File: src/rtl/tlsd_pkg.sv
// Shared types and constants for the TL string deframer.
// Used by tlsd_step and tl_string_deframer; depends on nothing else.
package tlsd_pkg;

  // Parser phase within the current string.
  typedef enum logic [1:0] {
    PH_IDLE,
    PH_LEN3,
    PH_DATA,
    PH_PAD
  } phase_e;

  // Classification of each word on the output.
  localparam logic [1:0] KIND_PREFIX  = 2'd0;
  localparam logic [1:0] KIND_DATA    = 2'd1;
  localparam logic [1:0] KIND_PAD     = 2'd2;
  localparam logic [1:0] KIND_IGNORED = 2'd3;

  // Sticky error codes.
  localparam logic [2:0] ERR_NONE    = 3'd0;
  localparam logic [2:0] ERR_BADPFX  = 3'd1;
  localparam logic [2:0] ERR_TOOLONG = 3'd2;
  localparam logic [2:0] ERR_EXCEEDS = 3'd3;
  localparam logic [2:0] ERR_PADNZ   = 3'd4;
  localparam logic [2:0] ERR_SHORT   = 3'd5;

  // Prefix marker bytes.
  localparam logic [7:0] PFX_LONG = 8'd254;
  localparam logic [7:0] PFX_BAD  = 8'd255;

  // Smallest number of message bytes that lets a prefix start.
  localparam int unsigned MIN_PFX_BYTES = 4;

  // Configuration register indexes.
  localparam logic REG_MAX_LENGTH    = 1'b0;
  localparam logic REG_MESSAGE_BYTES = 1'b1;

  // Per-word flags handed from the step logic to the result register.
  typedef struct packed {
    logic [1:0] kind;
    logic       last;
    logic       done;
  } tlsd_flags_t;

endpackage

File: src/rtl/tlsd_step.sv
// Next-state and result logic of the deframer for one incoming word.
// Purely combinational; depends on tlsd_pkg.
module tlsd_step
  import tlsd_pkg::*;
#(
  parameter int LEN_BITS = 24,
  parameter int POS_BITS = 32
) (
  input  phase_e                phase_i,
  input  logic [23:0]           acc_i,
  input  logic [LEN_BITS-1:0]   left_phase_i,
  input  logic [1:0]            pos_i,
  input  logic [POS_BITS-1:0]   left_msg_i,
  input  logic [2:0]            err_i,
  input  logic [23:0]           max_len_i,
  input  logic [7:0]            byte_i,
  output phase_e                phase_o,
  output logic [23:0]           acc_o,
  output logic [LEN_BITS-1:0]   left_phase_o,
  output logic [1:0]            pos_o,
  output logic [POS_BITS-1:0]   left_msg_o,
  output logic [2:0]            err_o,
  output tlsd_flags_t           flags_o
);

  localparam int CMP_W = (POS_BITS > 24) ? POS_BITS : 24;
  localparam logic [23:0] LenMask = 24'((64'd1 << LEN_BITS) - 64'd1);

  logic [1:0]          pos_next;
  logic [POS_BITS-1:0] left_next;
  logic [23:0]         acc_len3;
  logic [1:0]          shift_k;
  logic [23:0]         len_cand;
  logic [CMP_W-1:0]    len_ext;
  logic [CMP_W-1:0]    left_ext;
  logic [1:0]          pad;
  logic                pad_short;
  logic                left_lt_min;
  logic                left_zero;
  logic                last_phase_byte;

  // Position and remaining count after this byte is consumed.
  assign pos_next  = pos_i + 2'd1;
  assign left_next = left_msg_i - POS_BITS'(1);
  assign left_zero = (left_msg_i == '0);
  assign left_lt_min = (left_msg_i < POS_BITS'(MIN_PFX_BYTES));
  assign last_phase_byte = (left_phase_i <= LEN_BITS'(1));

  // Little-endian assembly of the three-byte length.
  assign shift_k = 2'd3 - left_phase_i[1:0];
  always_comb begin
    case (shift_k)
      2'd0:    acc_len3 = acc_i | {16'd0, byte_i};
      2'd1:    acc_len3 = acc_i | {8'd0, byte_i, 8'd0};
      2'd2:    acc_len3 = acc_i | {byte_i, 16'd0};
      default: acc_len3 = acc_i;
    endcase
  end

  // The length being checked: either the short form or the assembled long form.
  assign len_cand = (phase_i == PH_IDLE) ? {16'd0, byte_i} : acc_len3;
  assign len_ext  = CMP_W'(len_cand);
  assign left_ext = CMP_W'(left_next);

  // Padding up to the next four-byte boundary after this byte.
  assign pad       = 2'd0 - pos_next;
  assign pad_short = (POS_BITS'(pad) > left_next);

  always_comb begin
    phase_o      = phase_i;
    acc_o        = acc_i;
    left_phase_o = left_phase_i;
    pos_o        = pos_i;
    left_msg_o   = left_msg_i;
    err_o        = err_i;
    flags_o.kind = KIND_IGNORED;
    flags_o.last = 1'b0;
    flags_o.done = 1'b0;

    if (err_i == ERR_NONE) begin
      case (phase_i)
        PH_IDLE: flags_o.kind = KIND_PREFIX;
        PH_LEN3: flags_o.kind = KIND_PREFIX;
        PH_DATA: flags_o.kind = KIND_DATA;
        default: flags_o.kind = KIND_PAD;
      endcase

      if ((phase_i == PH_IDLE) ? left_lt_min : left_zero) begin
        err_o = ERR_SHORT;
      end else begin
        pos_o      = pos_next;
        left_msg_o = left_next;
        case (phase_i)
          PH_IDLE, PH_LEN3: begin
            if (phase_i == PH_IDLE && byte_i == PFX_BAD) begin
              err_o = ERR_BADPFX;
            end else if (phase_i == PH_IDLE && byte_i == PFX_LONG) begin
              phase_o      = PH_LEN3;
              left_phase_o = LEN_BITS'(3);
              acc_o        = '0;
            end else if (phase_i == PH_LEN3 && !last_phase_byte) begin
              acc_o        = acc_len3;
              left_phase_o = left_phase_i - LEN_BITS'(1);
            end else begin
              // Length is now known: check it and move on.
              acc_o = len_cand;
              if (phase_i == PH_LEN3) begin
                left_phase_o = '0;
              end
              if (len_cand > max_len_i || len_cand > LenMask) begin
                err_o = ERR_TOOLONG;
              end else if (len_ext > left_ext) begin
                err_o = ERR_EXCEEDS;
              end else if (len_cand != '0) begin
                phase_o      = PH_DATA;
                left_phase_o = LEN_BITS'(len_cand);
              end else if (pad_short) begin
                err_o = ERR_SHORT;
              end else if (pad == 2'd0) begin
                flags_o.done = 1'b1;
                phase_o      = PH_IDLE;
                left_phase_o = '0;
              end else begin
                phase_o      = PH_PAD;
                left_phase_o = LEN_BITS'(pad);
              end
            end
          end
          PH_DATA: begin
            if (last_phase_byte) begin
              left_phase_o = '0;
              flags_o.last = 1'b1;
              if (pad_short) begin
                err_o = ERR_SHORT;
              end else if (pad == 2'd0) begin
                flags_o.done = 1'b1;
                phase_o      = PH_IDLE;
              end else begin
                phase_o      = PH_PAD;
                left_phase_o = LEN_BITS'(pad);
              end
            end else begin
              left_phase_o = left_phase_i - LEN_BITS'(1);
            end
          end
          default: begin
            if (byte_i != 8'd0) begin
              err_o = ERR_PADNZ;
            end else if (last_phase_byte) begin
              left_phase_o = '0;
              phase_o      = PH_IDLE;
              flags_o.done = 1'b1;
            end else begin
              left_phase_o = left_phase_i - LEN_BITS'(1);
            end
          end
        endcase
      end

      // A word that raises an error never completes a string.
      if (err_o != ERR_NONE) begin
        flags_o.done = 1'b0;
      end
    end
  end

endmodule

File: src/rtl/tl_string_deframer.sv
// A result word appears in the cycle after its input word is accepted.
// Throughput: one byte per cycle while not stalled; the running state feeds
// back via one register stage and the result register decouples both channels.
// Reset (rst_ni low, asynchronous): max_length all ones, message_bytes zero,
// parser waiting for a prefix with no error and no word held on the output.
module tl_string_deframer
  import tlsd_pkg::*;
#(
  parameter int LEN_BITS = 24,
  parameter int POS_BITS = 32
) (
  input  logic        clk_i,
  input  logic        rst_ni,
  // Configuration port
  input  logic        psel,
  input  logic        penable,
  input  logic        pwrite,
  input  logic [2:0]  paddr,
  input  logic [31:0] pwdata,
  output logic [31:0] prdata,
  output logic        pready,
  // Input channel
  input  logic        in_valid_i,
  output logic        in_stall_o,
  input  logic [7:0]  in_byte_i,
  // Output channel
  output logic        out_valid_o,
  input  logic        out_stall_i,
  output logic [1:0]  byte_kind_o,
  output logic [7:0]  out_byte_o,
  output logic [23:0] string_length_o,
  output logic        last_data_o,
  output logic        string_done_o,
  output logic [2:0]  fault_code_o
);

  localparam int MB_W = (POS_BITS > 32) ? POS_BITS : 32;

  logic [23:0]         max_len_q;
  logic [31:0]         msg_bytes_q;

  phase_e              phase_q, phase_d;
  logic [23:0]         acc_q, acc_d;
  logic [LEN_BITS-1:0] left_phase_q, left_phase_d;
  logic [1:0]          pos_q, pos_d;
  logic [POS_BITS-1:0] left_msg_q, left_msg_d;
  logic [2:0]          err_q, err_d;
  tlsd_flags_t         flags_d;

  logic                out_valid_q;
  tlsd_flags_t         flags_q;
  logic [7:0]          byte_q;
  logic [23:0]         len_q;
  logic [2:0]          err_out_q;

  logic                cfg_wr;
  logic                accept;

  // Configuration access: writes complete in the access phase, no wait states.
  assign pready = 1'b1;
  assign cfg_wr = psel & penable & pwrite;
  assign prdata = (paddr[2] == REG_MESSAGE_BYTES) ? msg_bytes_q : {8'd0, max_len_q};

  // Handshake: input is held off only while a result waits and is stalled.
  assign in_stall_o = out_valid_q & out_stall_i;
  assign accept     = in_valid_i & ~in_stall_o;

  tlsd_step #(
    .LEN_BITS (LEN_BITS),
    .POS_BITS (POS_BITS)
  ) u_step (
    .phase_i      (phase_q),
    .acc_i        (acc_q),
    .left_phase_i (left_phase_q),
    .pos_i        (pos_q),
    .left_msg_i   (left_msg_q),
    .err_i        (err_q),
    .max_len_i    (max_len_q),
    .byte_i       (in_byte_i),
    .phase_o      (phase_d),
    .acc_o        (acc_d),
    .left_phase_o (left_phase_d),
    .pos_o        (pos_d),
    .left_msg_o   (left_msg_d),
    .err_o        (err_d),
    .flags_o      (flags_d)
  );

  // Registers and parser state; a message_bytes write restarts the parse.
  always_ff @(posedge clk_i or negedge rst_ni) begin
    if (!rst_ni) begin
      max_len_q    <= 24'hFFFFFF;
      msg_bytes_q  <= '0;
      phase_q      <= PH_IDLE;
      acc_q        <= '0;
      left_phase_q <= '0;
      pos_q        <= '0;
      left_msg_q   <= '0;
      err_q        <= ERR_NONE;
    end else if (cfg_wr) begin
      if (paddr[2] == REG_MESSAGE_BYTES) begin
        msg_bytes_q  <= pwdata;
        phase_q      <= PH_IDLE;
        acc_q        <= '0;
        left_phase_q <= '0;
        pos_q        <= '0;
        left_msg_q   <= POS_BITS'(MB_W'(pwdata));
        err_q        <= ERR_NONE;
      end else begin
        max_len_q <= pwdata[23:0];
      end
    end else if (accept) begin
      phase_q      <= phase_d;
      acc_q        <= acc_d;
      left_phase_q <= left_phase_d;
      pos_q        <= pos_d;
      left_msg_q   <= left_msg_d;
      err_q        <= err_d;
    end
  end

  // Result register valid flag.
  always_ff @(posedge clk_i or negedge rst_ni) begin
    if (!rst_ni) begin
      out_valid_q <= 1'b0;
    end else if (accept) begin
      out_valid_q <= 1'b1;
    end else if (!out_stall_i) begin
      out_valid_q <= 1'b0;
    end
  end

  // Result payload, loaded with each accepted word.
  always_ff @(posedge clk_i) begin
    if (accept) begin
      flags_q   <= flags_d;
      byte_q    <= in_byte_i;
      len_q     <= acc_d;
      err_out_q <= err_d;
    end
  end

  assign out_valid_o     = out_valid_q;
  assign byte_kind_o     = flags_q.kind;
  assign out_byte_o      = byte_q;
  assign string_length_o = len_q;
  assign last_data_o     = flags_q.last;
  assign string_done_o   = flags_q.done;
  assign fault_code_o    = err_out_q;

endmodule
File: config.mk
export PLATFORM = sky130hd
export DESIGN_NAME = tl_string_deframer
export DESIGN_NICKNAME = d
export VERILOG_FILES = /design/src/rtl/tlsd_pkg.sv /design/src/rtl/tlsd_step.sv /design/src/rtl/tl_string_deframer.sv
export SDC_FILE = /design/constraint.sdc
export NUM_CORES = 1
export LEC_CHECK = 0
export ABC_CLOCK_PERIOD_IN_PS = 6100
export BUFFER_PORTS_ARGS = -buffer_cell sky130_fd_sc_hd__clkbuf_2
export CAP_MARGIN = 30
export CORE_ASPECT_RATIO = 0.7
export CORE_MARGIN = 5
export CORE_UTILIZATION = 25
export DETAILED_ROUTE_END_ITERATION = 8
export GPL_TIMING_DRIVEN = 0
export PLACE_DENSITY = 0.44
export SLEW_MARGIN = 20
export SYNTH_ARGS = -nofsm -noshare
export SYNTH_HDL_FRONTEND = slang
export SYNTH_SLANG_ARGS = --single-unit
File: constraint.sdc
create_clock -name clk_i -period 6.1 [get_ports clk_i]
set_input_delay 1.22 -clock clk_i [delete_from_list [all_inputs] [get_ports clk_i]]
set_output_delay 1.22 -clock clk_i [all_outputs]
set_load 0.01 [all_outputs]
Word level (Yosys, flattened, before mapping)
Cells that the tools add are included.
Widths: inputs -> output; s select.
{ "word_totals": {"reg_bits": 183, "in_bits": 50, "out_inout_bits": 74, "word_cells": 165} }
{ "classes": {"addsub": 5, "n_lt_le_gt_ge": 6, "n_eq_ne": 15, "mux": 88, "n_bitwise": 11, "n_reduce_logical": 25} }
{ "ops": {"columns": ["operator", "n"], "rows": [
  ["$mux 24", 25],
  ["$mux 32", 6],
  ["$pmux 24 s3", 1],
  ["$pmux 24 s2", 1],
  ["$mux 2", 23],
  ["$mux 3", 15],
  ["$gt 2x32->1", 1],
  ["$gt 24x32->1", 1],
  ["$logic_not 32->1", 1],
  ["$lt 32x3->1 const B", 1],
  ["$sub 32x1->32 const B", 1],
  ["$gt 24x24->1", 1],
  ["$gt 24x24->1 const B", 1],
  ["$le 24x1->1 const B", 1],
  ["$or 24x16->24", 1],
  ["$or 24x24->24", 1],
  ["$or 24x8->24", 1],
  ["$reduce_bool 24->1", 1],
  ["$sub 24x1->24 const B", 1],
  ["$eq 8x8->1 const B", 2],
  ["$mux 1", 13],
  ["$ne 4x3->1 const B", 3],
  ["$reduce_and 11->1", 1],
  ["$pmux 2 s2", 2],
  ["27 further kinds", 45]
]} }

Logic depth before layout (Yosys ltp)
Gate-level depths: netlist of run 1.
{ "depth": {"depth_word": 17, "depth_mapped": 21, "mapped_depth_nobuf": 18} }

Modules after synthesis
Synthesis of run 1 repeated with hierarchy kept, for this count alone.
{ "hier_totals": {"cells_unflattened": 1480, "hier_area_um2": 13005.0} }
{ "modules_own_cells": {"columns": ["module", "n_inst", "cells_per_inst", "area_each_um2", "seq_area_each_um2"], "rows": [
  ["tl_string_deframer", 1, 631, 7564.8, 4804.6],
  ["tlsd_step", 1, 849, 5440.2, 0.0]
]} }

Worst setup path after synthesis of run 1
Ideal clock, no wire load.
{ "synth_path": {"path_kind": "register to register", "startpoint": "register left_phase_q[0]", "endpoint": "register left_phase_q[6]", "setup_ps": 122, "arrival_ps": 4435, "t_required_ps": 5978, "path_slack_ps": 1544, "stages_incl_launch_ff": 19, "path_buffers": 3, "period_less_slack_ps": 4556, "cell_sequence": "dfrtp_1 inv_1 ha_1 or4_1 clkbuf_1 and2_1 clkbuf_1 clkbuf_1 a22o_1 ha_1 nand4_1 nor3_1 a21boi_0 nor4b_1 o21ai_0 a41oi_4 and2_1 a221o_1 a32o_1"} }
{ "synth_between": {"elab_chain_cells": 16, "elab_cells_between_ends": 29, "cone_classes": "add/sub (2); order compare (4); eq/ne (2); mux (16); reduce/logical (5)"} }
{ "synth_lines": {"columns": ["element", "line", "source"], "rows": [
  ["start, declared", "tl_string_deframer.sv:44", "logic [LEN_BITS-1:0] left_phase_q, left_phase_d;"],
  ["start signal, assigned", "tl_string_deframer.sv:115", "left_phase_q <= left_phase_d;"],
  ["branches (longest 11 deep; another with $gt 24x32->1)", null, null],
  ["$pmux 24 s2 *", "tlsd_step.sv:93", "case (phase_i)"],
  ["$mux 24 *", "tlsd_step.sv:88", "if ((phase_i == PH_IDLE) ? left_lt_min : left_zero) begin"],
  ["$mux 24 *", "tlsd_step.sv:80", "if (err_i == ERR_NONE) begin"],
  ["$mux 24 *", "tl_string_deframer.sv:112", "end else if (accept) begin"],
  ["$mux 24 *", "tl_string_deframer.sv:100", "end else if (cfg_wr) begin"]
]} }
Mark *: on every way between the ends. The select of a mux whose other input is x is not followed.
A chain may end at the register's enable or synchronous reset.

Worst setup path after layout of run 1
{ "layout_path": {"startpoint": "register left_phase_q[0]", "endpoint": "register left_phase_q[21]"} }
The elaborated chain is that of the path after synthesis.

==> flow_summary.ini, run 1 <==
[clock_tree]
cts_tree = done
htreeDepth = 4
clock_latency_ns = 0.48
numCtsBuffers = 17
clock_path_buffers = 2
clock_sinks = 183
postCtsHoldBufs = 0
clock-root-buffer = clkbuf_16
clk_pin_slew_ns = 0.08

[worst_setup_path]
crit_arrival_ns = 6.30
slowest_stage = or4_1
r2r_slack_ns = 0.18
cpPeakStageDelay_ns = 0.51
crit_required_ns = 6.48
r2r-end = left_phase_q[21]
crit_top_cell = clkbuf_1
worst-setup-path-type = register to register
path_max_fanout = 10
critPathLaunchType = register
crit_chain = inv_1 > ha_1 > or4_1 > clkbuf_1 > and2_1 > clkbuf_1 > clkbuf_1 > a22o_1 > ha_1 > nand4_1 > nor4_1 > o31ai_1 > a31oi_4 > a31oi_1 > nor3_4 > buf_4 > a22oi_1 > o221ai_1
cp-end-kind = register
reg2reg_depth = 18
timing.rr.start = left_phase_q[0]

[min_path]
min_path_type = register to register
whs_endpoint = left_phase_q[7]
hold-path-cell-count = 1
hold_path.startpoint = left_phase_q[7]

[grt]
grt_start_max_net_pins = 81
grt_use_total_pct = 17.79
grt_pass1_vias = 10620
antenna_found_initial = 0
grt_pass1_wl_um = 69750
overflow = 0

[synth]
synth.area.top_cells = dfrtp_1 25%, edfxtp_1 9.9%, ha_1 6.0%
synth_flop_cell = dfrtp_1
synth_top_area_cell = dfrtp_1
synth_commonest_cells = 125 x nand2_1, 120 x dfrtp_1, 106 x a21oi_1, 104 x o21ai_0, 86 x nor2_1
ys_seq_area_share_pct = 40.72
synthesis.area_um2 = 11800
ys_seq_elements = 183
synth_edf_count = 39
synth_cells = 1296
synth_cell_types = 82
syn_avg_cell_area_um2 = 9.104
yosys_warnings = 0
async_reset_ff_share_pct = 78.69
yosysTopAreaCellShare_pct = 25.45
syn-num-nets = 1403
yosysMostFrequentCell = nand2_1

[sta]
fin_crit_ns = 5.924
maxSlewViolCount = 0
worst-slew-pin-transition_ns = 1.013
skew_ns = 0.01856
max_slew_margin_pct = 32.46
setup_tns_ns = 0
setup_slack_ns = 0.1755
max_freq_mhz = 168.8
post-route-period-util_pct = 97.12
setup_viol = 0
hold_viol_final = 0

[die]
initial_core_util_pct = 25.33
die_area_um2 = 51710
ios = 124
die_h_um = 191.8
die_w_um = 269.7
rows = 66
core_um2 = 46570

[job]
drv_cap = 0

[cells_and_area]
fin_cells = 2068
syn_to_final_growth_pct = 17.94
final_util_pct = 29.88
drive_gt1_share_pct = 18.90
nets = 1549
nFillCells = 5020

[placement]
dpl.cell_count = 2030
portBuffers = 120
place_hpwl_um = 35540
place_ws_ns = -0.2755
gp_congestion = 0.9213

[drt]
wl_per_cell_um = 22.64
num_vias = 11140
detail_route.iter0.violations = 1113
antenna_left = 0
routed_via_density = 5.385
routed_wirelength_um = 46830
drtPass1Iterations = 5
drc = 0

[pwr]
total_leakage_power_nw = 5.690
vdd_drop_max_mv = 0.1844
power_density_nw_per_um2 = 464.8

[outcome]
status = completed
==> through the flow <==
stage                     cell area, µm²  hold WS (ns)  total power [mW]
after global routing               13910        0.5188             6.906
after detailed placement           13220        0.4821             5.203
after floorplan                    11800        0.4578             4.062
after CTS                          13830        0.4980             6.389
after global placement             13170        0.4772             5.161
final                              13920        0.4912             6.468
==> routing by layer <==
layer | vias to the layer above | track usage, % | wire length [µm]
met2 | 442 | 24.51 | 18450
met4 | 0 | 3.285 | 460
met1 | 5507 | 27.77 | 24000
met3 | 29 | 4.595 | 3913
li1 | 5158 | - | -
met5 | - | 0 | 0
==> worst max-delay path by stage <==
stage	startpoint	cells past startpoint	to	slack (ns)
4_1_cts	left_phase_q[0]	18	left_phase_q[4]	0.14
3_5_place_dp	left_phase_q[0]	17	left_phase_q[11]	-0.28
2_1_floorplan	left_phase_q[0]	18	left_phase_q[6]	1.54
3_3_place_gp	left_phase_q[0]	17	left_phase_q[11]	-0.27
6_report	left_phase_q[0]	18	left_phase_q[21]	0.18
5_1_grt	left_phase_q[0]	18	left_phase_q[21]	-0.02
==> cell usage in the layout (no fill, tap or decap), drive strengths merged, types with 13 or more instances in the layout <==
master | Yosys | layout
a21oi | 106 | 106
a22o | 56 | 56
a22oi | 21 | 21
a31oi | 13 | 13
and2 | 21 | 21
buf | 13 | 19
clkbuf | 66 | 204
dfrtp | 120 | 120
dfstp | 24 | 24
edfxtp | 39 | 39
ha | 57 | 57
inv | 49 | 54
mux2 | 58 | 58
nand2 | 125 | 125
nand3 | 33 | 33
nand4 | 24 | 24
nor2 | 87 | 87
nor3 | 43 | 43
nor4 | 22 | 22
o21ai | 109 | 109
xnor2 | 16 | 16
==> cell type report <==
class / count / area [µm²] / area share (%)
Buffer: 79 / 324.1 / 2.329
Inverter: 49 / 183.9 / 1.322
Antenna cell: 1 / 2.502 / 0.01798
Clock inverter: 14 / 160.2 / 1.151
Clock buffer: 18 / 429.2 / 3.084
Tap cell: 612 / 765.7 / 5.503
Sequential cell: 183 / 4805 / 34.53
Timing Repair Buffer: 126 / 686.9 / 4.936
Multi-Input combinational cell: 986 / 6559 / 47.13
==> flip-flops by register name, summed over array words and instances, names as in the netlist <==
signal           cells
string_done_o        1
byte_kind_o          2
last_data_o          1
msg_bytes_q         32
out_valid_o          1
left_phase_q        24
phase_q              2
string_length_o     24
err_q                3
left_msg_q          32
acc_q               24
fault_code_o         3
out_byte_o           8
max_len_q           24
pos_q                2
==> logic make-up (layout without fill, tap and decap cells) <==
kind of cell | after synthesis | count (layout) | synth area share [%]
compound gates | 420 | 421 | 23.46
xor+xnor | 23 | 23 | 1.707
fa+ha+maj | 57 | 57 | 6.045
buf+inv | 128 | 286 | 4.295
flops | 183 | 183 | 40.72
mux | 59 | 59 | 5.620
other cells | 1 | 2 | 0.03178
simple gates | 425 | 425 | 18.12
==> worst max-delay path, delay by kind of cell (launching register included) <==
family          cells  cell delay [ns]
simple gates        5             2.10
compound gates      6             1.46
flops               1             0.49
fa+ha+maj           2             0.63
buf+inv             5             1.15
==> where the power goes <==
group / switching [mW] / internal [mW] / total (mW)
sequential: 0.329 / 1.64 / 1.97
combinational: 2.20 / 1.15 / 3.35
clock: 0.595 / 0.549 / 1.14
==> repair_timing <==
action / 4_1_cts / 5_1_grt
pin swaps: 0 / 2
buffers inserted: 0 / 4
gates resized for setup: 4 / 7
setup endpoints to repair: 22 / 29
hold endpoints to repair: 0 / 0
gates cloned: 0 / 1
(Power assumes the default switching activity.)
==> run 2, diff against run 1 <==
--- a/config.mk
+++ b/config.mk
@@ -5,6 +5,7 @@
 export SDC_FILE = /design/constraint.sdc
 export NUM_CORES = 1
 export LEC_CHECK = 0
+export ABC_AREA = 1
 export ABC_CLOCK_PERIOD_IN_PS = 6100
 export BUFFER_PORTS_ARGS = -buffer_cell sky130_fd_sc_hd__clkbuf_2
 export CAP_MARGIN = 30
==> run 2 against run 1 <==
Effect of this change:
- power down 7.1%
- sequential power decreased by 5%
- sequential cell count stayed put
- cell area increased by 3.7%
- sequential share of layout area shrank 1.2 points
- clock skew down 0.0024 ns
- register-to-register slack better by 1.5 ns
- setup slack improved by 1.5 ns
- die area is 4.2% higher
- hold slack lost 0.018 ns
- combinational power decreased by 10%
- synthesized cell count rose by 31%
==> flow_summary.ini, run 2 <==
[drt]
drtPass1Iterations = 5
antenna_left = 0
detail_route.iter0.violations = 947
drc = 0
num_vias = 11910
routed_wirelength_um = 47160
routed_via_density = 4.728
wl_per_cell_um = 18.72

[synth]
synth_top_area_cell = dfrtp_1
synthesis.area_um2 = 12320
async_reset_ff_share_pct = 78.69
syn_avg_cell_area_um2 = 7.260
ys_seq_elements = 183
synth_flop_cell = dfrtp_1
yosysMostFrequentCell = nand2_1
synth_cells = 1697
synth_edf_count = 39
synth_commonest_cells = 457 x nand2_1, 240 x inv_1, 174 x o21ai_0, 157 x nor2_1, 120 x dfrtp_1
synth_cell_types = 52
ys_seq_area_share_pct = 39.00
synth.area.top_cells = dfrtp_1 24%, nand2_1 14%, edfxtp_1 9.5%
yosys_warnings = 0
yosysTopAreaCellShare_pct = 24.37
syn-num-nets = 1804

[cells_and_area]
nets = 1948
final_cell_mix = 457 x nand2_1, 240 x inv_1, 173 x o21ai_0
nFillCells = 5449
syn_to_final_growth_pct = 17.11
multi_input_area_um2 = 6301
reg_top3 = left_msg_q (32), msg_bytes_q (32)
diodes = 0
regArea_um2 = 4805
drive_gt1_share_pct = 14.40
final_common_cell = nand2_1

[clock_tree]
clock_latency_ns = 0.48
htreeDepth = 4
clk_pin_slew_ns = 0.08
post_cts_buffers = 0
cts_tree = done
clock-root-buffer = clkbuf_16
cts_resized = 0
postCtsHoldBufs = 0
clock_path_buffers = 2
clock_sinks = 183
numCtsBuffers = 17

[placement]
place_hpwl_um = 36970
portBuffers = 120
place_ws_ns = 1.594
gp_congestion = 0.9124

[sta]
fin_crit_ns = 4.462
max_slew_margin_pct = 42.75
post-route-period-util_pct = 73.14
rsz0062_at_grt = no
hold_viol_final = 0
setup_tns_ns = 0
max_freq_mhz = 224.1
skew_ns = 0.01619
worst-slew-pin-transition_ns = 0.8531
setup_viol = 0
setup_slack_ns = 1.638
maxSlewViolCount = 0

[worst_setup_path]
crit_chain = inv_1 > ha_1 > nor2_2 > buf_2 > o21ai_0 > nand2_1 > inv_1 > ha_1 > nand2_1 > inv_1 > nand4_1 > inv_1 > nand2_1 > a21oi_1 > nand2_4 > nand2_8 > clkbuf_1 > o21ai_1 > nand2_1 > a22oi_2
cp-end-kind = register
worst-setup-path-type = register to register
cpPeakStageDelay_ns = 0.47
crit_arrival_ns = 4.83
critPathLaunchType = register
slowest_stage = clkbuf_1
crit_required_ns = 6.46
critical_path.top_delay_family = simple AND/OR/NAND/NOR gates
path_max_fanout = 10
cp_num_buf_inv = 6

[die]
die_h_um = 195.7
die_area_um2 = 53890
die_w_um = 275.3
core_um2 = 49010
initial_core_util_pct = 25.14
ios = 124
rows = 68

[grt]
overflow = 0
grt_start_max_net_pins = 82
antenna_found_initial = 1
grt_use_total_pct = 17.42
grt_pass1_wl_um = 71100
grt_pass1_vias = 11410

[pwr]
vdd_drop_max_mv = 0.2271
total_leakage_power_nw = 6.990
power_density_nw_per_um2 = 416.6

[job]
drv_cap = 0

[outcome]
status = completed

[min_path]
min_path_type = register to register
-- run 2: worst register-to-register path: cells and delay by family (launching register included) --
family | cells | cell delay [ns]
adders and majority gates | 2 | 0.65
AOI/OAI and AO/OA | 4 | 0.67
and+or+nand+nor | 8 | 1.36
buffers and inverters | 6 | 1.22
DFF | 1 | 0.43
-- run 2: worst paths after layout --
| kind | start | to | slack, ns | cells after the start |
|---|---|---|---|---|
| max in group asynchronous | rst_ni | acc_q[6] | 4.56 | 3 |
| hold / removal | msg_bytes_q[25] | msg_bytes_q[25] | 0.47 | 2 |
| hold reg to reg | msg_bytes_q[25] | msg_bytes_q[25] | 0.47 | 2 |
| setup reg to reg | left_phase_q[0] | left_phase_q[13] | 1.64 | 20 |
| min in group asynchronous | rst_ni | msg_bytes_q[21] | 0.53 | 1 |
| setup / recovery | left_phase_q[0] | left_phase_q[13] | 1.64 | 20 |
-- run 2: through the flow --
stage / std cells / util, % / power [mW] / hold slack, ns / cell area (µm²)
floorplan: 1697 / - / 3.911 / 0.4422 / 12320
global placement: 2482 / 28.06 / 4.807 / 0.4538 / 13750
detailed placement: 2487 / 28.30 / 4.862 / 0.4588 / 13870
CTS: 2519 / 29.44 / 6.021 / 0.4772 / 14430
global route: 2519 / 29.44 / 6.525 / 0.5028 / 14430
finish: 2519 / 29.44 / 6.011 / 0.4728 / 14430
-- run 2: cell families after synthesis --
logic type | Yosys count | share of synthesized area (%)
adders and majority gates | 57 | 5.789
and+or+nand+nor | 747 | 25.80
xor gates and xnor gates | 22 | 1.564
other | 1 | 0.03044
muxes | 1 | 0.08125
buffers and inverters | 310 | 9.962
AOI/OAI and AO/OA | 376 | 17.77
DFF | 183 | 39.00
-- run 2: area by class of cell --
class / count / area share (%)
multi-input cells: 1204 / 43.67
flip-flops and latches: 183 / 33.30
inverters: 249 / 6.512
well taps: 665 / 5.767
repair buffers: 125 / 4.882
clock buffers: 18 / 2.974
plain buffers: 61 / 1.994
clock inverters: 14 / 0.9018
-- run 2: metal layers --
layer,up-vias,global-route usage (%),routed length [µm]
met4,0,4.181,847
met2,353,23.28,18330
met3,50,5.196,3836
met1,5687,27.05,24140
met5,-,0,0
li1,5821,-,-
-- run 2: power breakdown --
part           total, mW  internal [mW]  switching [mW]  leakage (nW)
Clock               1.13          0.541           0.593         0.269
Sequential          1.87           1.60           0.278          2.12
Combinational       3.01          0.963            2.04          4.60
Total               6.01           3.10            2.91          6.99
